<file path="config.mk">
export PLATFORM = sky130hd
export DESIGN_NAME = deq_queue
export DESIGN_NICKNAME = d
export VERILOG_FILES = /design/src/deq_pkg.sv /design/src/deq_queue.sv
export SDC_FILE = /design/constraint.sdc
export NUM_CORES = 1
export LEC_CHECK = 0
export BUFFER_PORTS_ARGS = -buffer_cell sky130_fd_sc_hd__buf_2
export CORE_ASPECT_RATIO = 2
export CORE_MARGIN = 3
export CORE_UTILIZATION = 42
export DETAILED_ROUTE_END_ITERATION = 8
export GPL_TIMING_DRIVEN = 1
export PLACE_DENSITY = 0.66
export SETUP_SLACK_MARGIN = 0.1
export SLEW_MARGIN = 20
export SYNTH_ARGS = -nofsm -noshare
export SYNTH_HDL_FRONTEND = slang
export SYNTH_SLANG_ARGS = --single-unit
</file>
<file path="constraint.sdc">
create_clock -name clk -period 5.2 [get_ports clk]
set_input_delay 1.3 -clock clk [delete_from_list [all_inputs] [get_ports clk]]
set_output_delay 1.3 -clock clk [all_outputs]
set_load 0.01 [all_outputs]
</file>
<file path="src/deq_pkg.sv">
// shared types and codes for the double-ended queue
// no dependencies
package deq_pkg;

    localparam int VAL_W = 64;

    localparam logic [2:0] MODE_PUSH_FRONT = 3'd0;
    localparam logic [2:0] MODE_PUSH_BACK  = 3'd1;
    localparam logic [2:0] MODE_POP_FRONT  = 3'd2;
    localparam logic [2:0] MODE_POP_BACK   = 3'd3;
    localparam logic [2:0] MODE_CLEAR      = 3'd4;
    localparam logic [2:0] MODE_PEEK       = 3'd5;

    typedef logic [2:0] op_t;

    localparam op_t OP_PUSH_FRONT = 3'd0;
    localparam op_t OP_PUSH_BACK  = 3'd1;
    localparam op_t OP_POP_FRONT  = 3'd2;
    localparam op_t OP_POP_BACK   = 3'd3;
    localparam op_t OP_CLEAR      = 3'd4;
    localparam op_t OP_PEEK       = 3'd5;

    typedef struct packed {
        op_t                     op;
        logic signed [VAL_W-1:0] value;
    } cmd_t;

endpackage

</file>
<file path="src/deq_queue.sv">
// two-entry command queue between intake and execution
// depends on deq_pkg
module deq_queue (
    input  logic          clk,
    input  logic          rst_n,
    input  logic          push,
    input  deq_pkg::cmd_t cmd_in,
    input  logic          pop,
    output deq_pkg::cmd_t cmd_out,
    output logic          empty,
    output logic          full
);
    import deq_pkg::*;

    cmd_t       entry_reg [2];
    logic       wr_ptr_reg;
    logic       wr_ptr_next;
    logic       rd_ptr_reg;
    logic       rd_ptr_next;
    logic [1:0] count_reg;
    logic [1:0] count_next;

    assign empty   = (count_reg == 2'd0);
    assign full    = (count_reg == 2'd2);
    assign cmd_out = entry_reg[rd_ptr_reg];

    always_comb
    begin
        wr_ptr_next = push ? !wr_ptr_reg : wr_ptr_reg;
        rd_ptr_next = pop ? !rd_ptr_reg : rd_ptr_reg;
        count_next  = count_reg;
        if (push && !pop)
        begin
            count_next = count_reg + 2'd1;
        end
        else if (pop && !push)
        begin
            count_next = count_reg - 2'd1;
        end
    end

    always_ff @(posedge clk or negedge rst_n)
    begin
        if (!rst_n)
        begin
            wr_ptr_reg <= 1'b0;
            rd_ptr_reg <= 1'b0;
            count_reg  <= 2'd0;
        end
        else
        begin
            wr_ptr_reg <= wr_ptr_next;
            rd_ptr_reg <= rd_ptr_next;
            count_reg  <= count_next;
        end
    end

    always_ff @(posedge clk)
    begin
        if (push)
        begin
            entry_reg[wr_ptr_reg] <= cmd_in;
        end
    end

endmodule

</file>
Word-level counts from Yosys, hierarchy flattened
Memories as Yosys holds them, arrays and structs flattened.
Index checks and enable logic that the tools add are counted.
{"block": "totals", "reg_bits": 4, "mem_bits_rw": 134, "in_bits": 71, "out_inout_bits": 69, "elab_cells": 19, "n_memories": 1}
{"block": "classes", "n_addsub": 2, "eq_ne": 1, "muxes": 4, "n_reduce_logical": 8}
{"memory": "entry_reg", "depth": 2, "width": 67, "read_ports": 1, "rd_clocked_by_memory_dff": 0, "wr": 1, "line": "deq_queue.sv:15", "source": "cmd_t entry_reg [2];"}
{"operator": "$logic_not A1 Y1", "n": 4}
{"operator": "$mux W2", "n": 2}
{"operator": "$add A2 B1 Y2 const B", "n": 1}
{"operator": "$eq A2 B2 Y1 const B", "n": 1}
{"operator": "$logic_and A1 B1 Y1", "n": 2}
{"operator": "$logic_not A2 Y1", "n": 1}
{"operator": "$mux W1", "n": 2}
{"operator": "$reduce_bool A2 Y1", "n": 1}
{"operator": "$sub A2 B1 Y2 const B", "n": 1}

Depth between registers and ports, before layout
Gate-level depths: netlist of run 1.
{"block": "depth", "word_depth": 4, "mapped_depth": 5, "mapped_depth_nobuf": 5}

Least setup slack after synthesis of run 1
Ideal clock, no wire load.
{"block": "synth_timing", "kind": "input -> register", "startpoint": "input push", "endpoint": "memory entry_reg[0][0] (netlist bit), enable pin", "setup_time_ns": 0.500, "t_arrival_ns": 4.243, "t_required_ns": 4.700, "setup_slack_ns": 0.457, "cell_stages": 1, "path_buffers": 0, "cell_sequence": "nor2b_1"}
{"block": "synth_via", "elab_chain_len": 2}
{"element": "from (decl)", "line": "deq_queue.sv:6", "source": "input logic push,"}
{"element": "$mux W1", "line": "deq_queue.sv:60", "source": "if (push)"}
{"element": "$mux W1 (not written as such)", "line": "deq_queue.sv:62", "source": "entry_reg[wr_ptr_reg] <= cmd_in;"}
{"element": "to (decl)", "line": "deq_queue.sv:15"}
Every way passes these cells.

==> results.toml, run 1 <==
[min_path]
holdPathEnd = "count_reg[0]$_DFFE_PN0P_"
hold_depth = 1
worst_hold_startpoint = "count_reg[0]$_DFFE_PN0P_"
worstHoldPathType = "reg2reg"

[yosys]
netlist_area_sq_um = 5110
yosys_register_bits = 138
yosysWarnings = 0
synthCells = 225
yosysUniqueCellTypes = 14
syn_nets = 297
synth.avg_cell_area_sq_um = 22.7
yosysSeqAreaShare_pct = 80.7

[setup_path]
worstPathRequired_ns = 3.90
reg2reg_to = "entry_reg[0][12]$_DFFE_PP_"
regToRegStartpoint = "wr_ptr_reg$_DFFE_PN0P_"
path_max_fanout = 68
cp_slowest_cell = "dfrtp_4"
startpoint_type = "register"
cp_num_buf_inv = 1
crit_type = "reg2out"
path_delay_family = "flip-flops"
crit_path_end_kind = "output port"
crit_arrival_ns = 2.12
r2r_setup_slack_ns = 3.11
path_cells = "mux2_2 > buf_2"
cpPeakStageDelay_ns = 1.09
rr_worst_depth = 2

[clock_network]
htree_levels = 4
cts_tree = "done"
cts_buffers = 17
clk_pin_slew_worst_paths_ns = 0.06
ctsResizeCount = 0
insertion_delay_ns = 0.41
cts_root_buffer = "clkbuf_16"
post_cts_buffers = 0
cts_hold_buf = 0
clkSinkCount = 138
clock_path_buffers = 2

[route]
avgViaCountPerCell = 4.80
post_drt_wl_per_cell_um = 17.1
num_vias = 2561
top_layer = "met4"
initialDrtViolationCount = 109
wl_met1_um = 3180
drc = 0
met2_wirelength_um = 5130
dr.pass1.iters = 4
routed_wl_um = 9120
ant_nets = 0
wl_met3_um = 544

[die]
rows = 56
die_w_um = 84.0
core_area_sq_um = 11800
die-area_sq_um = 13600
start_util_pct = 43.2
io_pins = 140
dieHeight_um = 162

[sta]
tightest_slew_ns = 1.02
setup_ws_ns = 1.78
fin_crit_sh_pct = 65.8
slew_viol_final = 0
final_hold_viol_count = 0
worst_slew_margin_rel_pct = 32.1
fin_setup_tns_ns = 0
fin_crit_ns = 3.42
skew_ns = 0.00940
rsz0062_at_grt = "false"
setup_viol = 0
fmax_mhz = 292

[final_layout]
largest_reg_flops = 134
syn2layout_area_growth_pct = 28.5
drive_above_1_share_pct = 61.6
antenna_cells = 0
nNetsFinal = 448

[global_route]
grt_max_degree = 69
globalRouteTotalUtil_pct = 14.1
grt_pass1_vias = 2891
overflow = 0
grt_pass1_wl_um = 14400
antenna_found_initial = 0

[place]
pre_cts_slack_ns = 2.00
io_buffers = 139
gp_congestion = 0.703
dp_hpwl_um = 5850

[run]
drv_cap = 0

[pwr]
power_leakage_nw = 2.57
ir_drop_mv = 0.593
powerDensity_nw_per_um2 = 577

[run_status]
status = "complete, no violations"
==> through the flow <==
stage	hold slack (ns)	total power (W)	std cells	cell area, sq um	utilization [%]
2_1_floorplan	0.455	0.00225	225	5110	-
3_3_place_gp	0.474	0.00255	502	5940	50.1
3_5_place_dp	0.513	0.00257	502	5940	50.1
4_1_cts	0.546	0.00385	533	6570	55.5
5_1_grt	0.578	0.00397	533	6570	55.5
6_report	0.545	0.00379	533	6570	55.5
==> routing by layer <==
metal | global-route usage, % | vias to the layer above
met5 | 0 | -
met4 | 8.57 | 0
met3 | 4.47 | 22
met2 | 25.4 | 98
met1 | 13.9 | 1249
li1 | - | 1192
==> cell usage after synthesis (all sizes together) <==
master  count  share of area (%)
ha          1               0.24
inv         1              0.073
nor2        2               0.15
and2        1               0.12
dfrtp       4                2.0
mux2       67                 16
xnor2       1               0.17
nor2b       2               0.24
xor2        4               0.69
edfxtp    134                 79
buf         8                1.4
==> power breakdown <==
group | internal, W | switching (W)
Sequential | 0.00148 | 0.000170
Combinational | 0.000470 | 0.000405
Clock | 0.000842 | 0.000423
Total | 0.00279 | 0.000998
==> cell usage in the layout (no fill, tap or decap) <==
master / n
and2_4: 1
nor2b_4: 1
dfrtp_4: 1
clkinv_4: 3
inv_1: 1
clkbuf_16: 17
bufinv_16: 5
ha_1: 1
buf_4: 1
dfrtp_1: 3
nor2b_1: 1
buf_2: 139
nor2_1: 2
clkinv_1: 2
mux2_4: 20
edfxtp_1: 134
xnor2_1: 1
xor2_1: 4
mux2_2: 47
clkinv_2: 4
==> kinds of logic after synthesis <==
kind of cell             count (synthesis)  synth area share [%]
flip-flops                             138                  80.7
XOR/XNOR                                 5                 0.857
AND/OR/NAND/NOR                          5                 0.514
multiplexers                            67                  16.2
buffers and inverters                    9                  1.49
adder cells (fa/ha/maj)                  1                 0.245
==> layout make-up <==
cell class	count	area [sq um]
Clock buffer	17	425
Multi-Input combinational cell	78	922
Clock inverter	14	204
Fill cell	918	5270
Sequential cell	138	4130
Tap cell	145	181
Inverter	1	3.75
Timing Repair Buffer	140	703
==> worst max path at each step <==
stage / from / endpoint / cells past startpoint
floorplan: push / entry_reg[0][0]$_DFFE_PP_ / 1
global placement: push / entry_reg[0][51]$_DFFE_PP_ / 3
detailed placement: push / entry_reg[0][45]$_DFFE_PP_ / 3
CTS: rd_ptr_reg$_DFFE_PN0P_ / cmd_out[25] / 2
global route: rd_ptr_reg$_DFFE_PN0P_ / cmd_out[26] / 2
finish: rd_ptr_reg$_DFFE_PN0P_ / cmd_out[17] / 2
(Power assumes the default switching activity.)
==> run 2: changes to the inputs <==
PLACE_DENSITY = 0.69   (was 0.66)
clock period = 3.1 ns   (was 5.2 ns; I/O delays follow)
==> run 2 against run 1 <==
Critical path depth up 1. Routed wire length up 5.6%. Non-clock buffer count up 6. Clock skew down 0.0036 ns. Sequential power up 63%. Worst hold slack worse by 0.38 ns. Register-to-register slack worse by 1.5 ns. Critical path type unchanged. Critical endpoint is now cmd_out[20]. Largest cell class unchanged.
==> results.toml, run 2 (synthesis results as in run 1) <==
[clock_network]
clock_path_buffers = 2
htree_levels = 4
ctsResizeCount = 0
cts_root_buffer = "clkbuf_16"
cts_hold_buf = 0
insertion_delay_ns = 0.40
cts_buffers = 17
clk_pin_slew_worst_paths_ns = 0.06
post_cts_buffers = 0
clkSinkCount = 138
cts_tree = "done"

[setup_path]
crit_path_end_kind = "output port"
crit_arrival_ns = 2.03
path_max_fanout = 35
startpoint_type = "register"
path_cells = "buf_4 > mux2_2 > buf_2"
cp_slowest_cell = "dfrtp_4"
crit_type = "reg2out"
worstPathRequired_ns = 2.32
cpPeakStageDelay_ns = 0.79

[final_layout]
layout_common_cells = "buf_2, edfxtp_1, mux2_2"
syn2layout_area_growth_pct = 28.8
final_cells = 541
nNetsFinal = 454
finish.instance_area_sq_um = 6580
layout_commonest_cell = "buf_2"
drive_above_1_share_pct = 62.0
fillers = 983
largest_reg_flops = 134

[global_route]
globalRouteTotalUtil_pct = 14.7
grt_pass1_vias = 2841
overflow = 0
grt_max_degree = 36
grt_pass1_wl_um = 14700
antenna_found_initial = 1

[die]
core_area_sq_um = 11800
io_pins = 140
start_util_pct = 43.2
die_w_um = 84.0
dieHeight_um = 162
die-area_sq_um = 13600
rows = 56

[sta]
skew_ns = 0.00582
rsz0062_at_grt = "false"
tightest_slew_ns = 0.563
fin_crit_sh_pct = 90.6
setup_viol = 0
fin_setup_tns_ns = 0
worst_slew_margin_rel_pct = 62.5
final_hold_viol_count = 0
fmax_mhz = 356
slew_viol_final = 0
fin_crit_ns = 2.81

[place]
dpl.cell_count = 508
dp_hpwl_um = 6830
gp_congestion = 0.785
io_buffers = 139
place_area_sq_um = 6010

[route]
drc = 0
initialDrtViolationCount = 173
dr.pass1.iters = 4
post_drt_wl_per_cell_um = 17.8
ant_nets = 0
routed_wl_um = 9630
avgViaCountPerCell = 4.77
num_vias = 2580

[pwr]
powerDensity_nw_per_um2 = 943
ir_drop_mv = 0.468
power_leakage_nw = 2.56

[run_status]
status = "complete, no violations"

[min_path]
worstHoldPathType = "in2async"

[run]
drv_cap = 0
run 2: area by class of cell:
class | count | area (sq um) | area share, %
Inverter | 1 | 3.75 | 0.0570
Clock inverter | 15 | 146 | 2.22
Multi-Input combinational cell | 78 | 922 | 14.0
Sequential cell | 138 | 4130 | 62.7
Timing Repair Buffer | 146 | 773 | 11.7
Tap cell | 145 | 181 | 2.76
Antenna cell | 1 | 2.50 | 0.0380
Clock buffer | 17 | 425 | 6.46
run 2: worst paths after layout:
path	cells past startpoint	end	from	slack [ns]
setup / recovery	3	cmd_out[20]	rd_ptr_reg$_DFFE_PN0P_	0.29
hold / removal	1	count_reg[1]$_DFFE_PN0P_	rst_n	0.17
setup reg to reg	2	entry_reg[1][36]$_DFFE_PP_	wr_ptr_reg$_DFFE_PN0P_	1.61
hold reg to reg	1	count_reg[1]$_DFFE_PN0P_	count_reg[1]$_DFFE_PN0P_	0.49
max in group asynchronous	1	rd_ptr_reg$_DFFE_PN0P_	rst_n	2.79
min in group clk	1	count_reg[1]$_DFFE_PN0P_	count_reg[1]$_DFFE_PN0P_	0.49
run 2: critical path: cells and delay by family, from the launching register on:
kind / cells / cell delay [ns]
multiplexers: 1 / 0.36
buffers and inverters: 2 / 0.47
flip-flops: 1 / 0.79
run 2: power by group:
group / internal, W / total, W / switching, W
sequential: 0.00248 / 0.00269 / 0.000207
combinational: 0.000835 / 0.00161 / 0.000778
clock: 0.00118 / 0.00191 / 0.000728
total: 0.00450 / 0.00621 / 0.00171
run 2: metal layers:
| layer | wire length (um) | GRT usage, % | up-vias |
|---|---|---|---|
| met5 | 0 | 0 | - |
| met4 | 292 | 8.05 | 0 |
| met3 | 388 | 4.06 | 20 |
| met2 | 5860 | 27.9 | 88 |
| met1 | 3090 | 13.9 | 1266 |
| li1 | - | - | 1206 |
run 2: stage by stage:
step / utilization (%) / setup WS (ns) / hold WS, ns / power, W
after global placement: 50.7 / 0.727 / 0.474 / 0.00434
after detailed placement: 50.7 / 0.699 / 0.476 / 0.00438
after floorplan: - / 0.136 / 0.456 / 0.00376
after CTS: 55.6 / 0.245 / 0.148 / 0.00631
after global routing: 55.6 / 0.184 / 0.150 / 0.00651
final: 55.6 / 0.292 / 0.166 / 0.00621
==> run 3: changes to the inputs <==
PLACE_DENSITY = 0.66   (was 0.69)
clock period = 2.7 ns   (was 3.1 ns; I/O delays follow)
==> run 3 against run 2 <==
Clock power rose by 16%. Register-to-register slack got worse by 0.38 ns. Design area barely moved. Core utilization barely moved. Final cell count fell by 0.37%. Setup slack got worse by 0.068 ns. Clock skew rose by 0.0057 ns. Total power rose by 15%. Combinational power rose by 19%. Die area did not move. Count of clock-buffer cells in the layout rose by 2. Highest routed layer unchanged.
==> results.toml, run 3 (synthesis results as in run 1) <==
[sta]
fin_setup_tns_ns = 0
fin_crit_sh_pct = 91.7
rsz0062_at_grt = "false"
tightest_slew_ns = 0.633
final_hold_viol_count = 0
skew_ns = 0.0115
setup_viol = 0
fmax_mhz = 404
slew_viol_final = 0
fin_crit_ns = 2.48
worst_slew_margin_rel_pct = 57.8

[die]
core_area_sq_um = 11800
rows = 56
start_util_pct = 43.2
dieHeight_um = 162
die_w_um = 84.0
die-area_sq_um = 13600
io_pins = 140

[route]
post_drt_wl_per_cell_um = 17.7
initialDrtViolationCount = 144
routed_wl_um = 9560
ant_nets = 0
avgViaCountPerCell = 4.78
drc = 0
num_vias = 2579
dr.pass1.iters = 4

[setup_path]
regToRegStartpoint = "wr_ptr_reg$_DFFE_PN0P_"
path_max_fanout = 29
path_delay_family = "flip-flops"
cpPeakStageDelay_ns = 0.62
rr_worst_depth = 2
startpoint_type = "register"
cp_slowest_cell = "dfrtp_4"
crit_path_end_kind = "output port"
worstPathRequired_ns = 2.03
crit_arrival_ns = 1.80
crit_path_start = "rd_ptr_reg$_DFFE_PN0P_"
reg2reg_to = "entry_reg[1][19]$_DFFE_PP_"
r2r_setup_slack_ns = 1.23
path_cells = "buf_12 > mux2_2 > buf_2"
crit_type = "reg2out"
cp_num_buf_inv = 2

[clock_network]
cts_buffers = 17
cts_root_buffer = "clkbuf_16"
clk_pin_slew_worst_paths_ns = 0.06
cts_tree = "done"
clkSinkCount = 138
post_cts_buffers = 0
htree_levels = 4
cts_hold_buf = 0
ctsResizeCount = 0
insertion_delay_ns = 0.41
clock_path_buffers = 2

[pwr]
p_int_w = 0.00519
power_leakage_nw = 2.56
p_sw_w = 0.00198
powerDensity_nw_per_um2 = 1090
pwr-share-seq_pct = 42.4
clockPowerShare_pct = 31.0
combPwrFrac_pct = 26.6
p_total_w = 0.00716
ir_drop_mv = 0.595
switching_share_pct = 27.6

[final_layout]
largest_reg_flops = 134
layout_commonest_cell = "buf_2"
final_cells = 539
drive_above_1_share_pct = 61.8
fillers = 929
nNetsFinal = 452
syn2layout_area_growth_pct = 28.8
layout_common_cells = "buf_2, edfxtp_1, mux2_2"

[global_route]
antenna_found_initial = 1
grt_pass1_vias = 2870
grt_pass1_wl_um = 14800
overflow = 0
grt_max_degree = 46
globalRouteTotalUtil_pct = 14.7

[run]
drv_cap = 0

[place]
io_buffers = 139
dp_hpwl_um = 6660
gp_congestion = 0.763
dpl.cell_count = 506

[min_path]
worstHoldPathType = "in2async"

[run_status]
status = "complete, no violations"
run 3: cell type report:
class,instances,area (sq um),area share [%]
Sequential cell,138,4130,62.7
Timing Repair Buffer,144,771,11.7
Multi-Input combinational cell,78,922,14.0
Clock inverter,13,144,2.19
Antenna cell,1,2.50,0.0380
Clock buffer,19,433,6.57
Inverter,1,3.75,0.0570
Tap cell,145,181,2.76
run 3: through the flow:
step                utilization (%)  worst slack, ns  hold slack [ns]  cell area (sq um)
floorplan                         -            0.578            0.379               5120
global placement               50.7            0.620            0.471               6010
detailed placement             50.7            0.616            0.497               6010
CTS                            55.6            0.176           0.0600               6580
global route                   55.6            0.146           0.0590               6590
finish                         55.6            0.224           0.0726               6590
run 3: metal layers:
layer / vias up / global-route usage, % / part of all wire [%]
li1: 1203 / - / -
met1: 1270 / 14.3 / 33
met2: 88 / 26.9 / 60
met3: 18 / 4.62 / 4.6
met4: 0 / 7.83 / 2.3
met5: - / 0 / 0
run 3: power by group through the flow:
| stage | clock network (W) | logic (W) | registers, W |
|---|---|---|---|
| after detailed placement | 0 | 0.00196 | 0.00309 |
| after floorplan | 0 | 0.00134 | 0.00297 |
| after global placement | 0 | 0.00194 | 0.00306 |
| after CTS | 0.00228 | 0.00197 | 0.00304 |
| after global routing | 0.00238 | 0.00206 | 0.00308 |
| final | 0.00222 | 0.00191 | 0.00303 |
run 3: how the worst max path moves through the flow:
stage	end	slack, ns	depth (start not counted)
final	cmd_out[11]	0.22	3
after global routing	cmd_out[11]	0.15	3
after detailed placement	cmd_out[11]	0.62	3
after floorplan	entry_reg[0][0]$_DFFE_PP_	0.58	1
after global placement	cmd_out[11]	0.62	3
after CTS	cmd_out[11]	0.18	3
run 3: worst reg2reg max path: stages, from the launching register on:
cell and delay, ns:
dfrtp_1 0.41, and2_4 0.41, buf_12 0.29
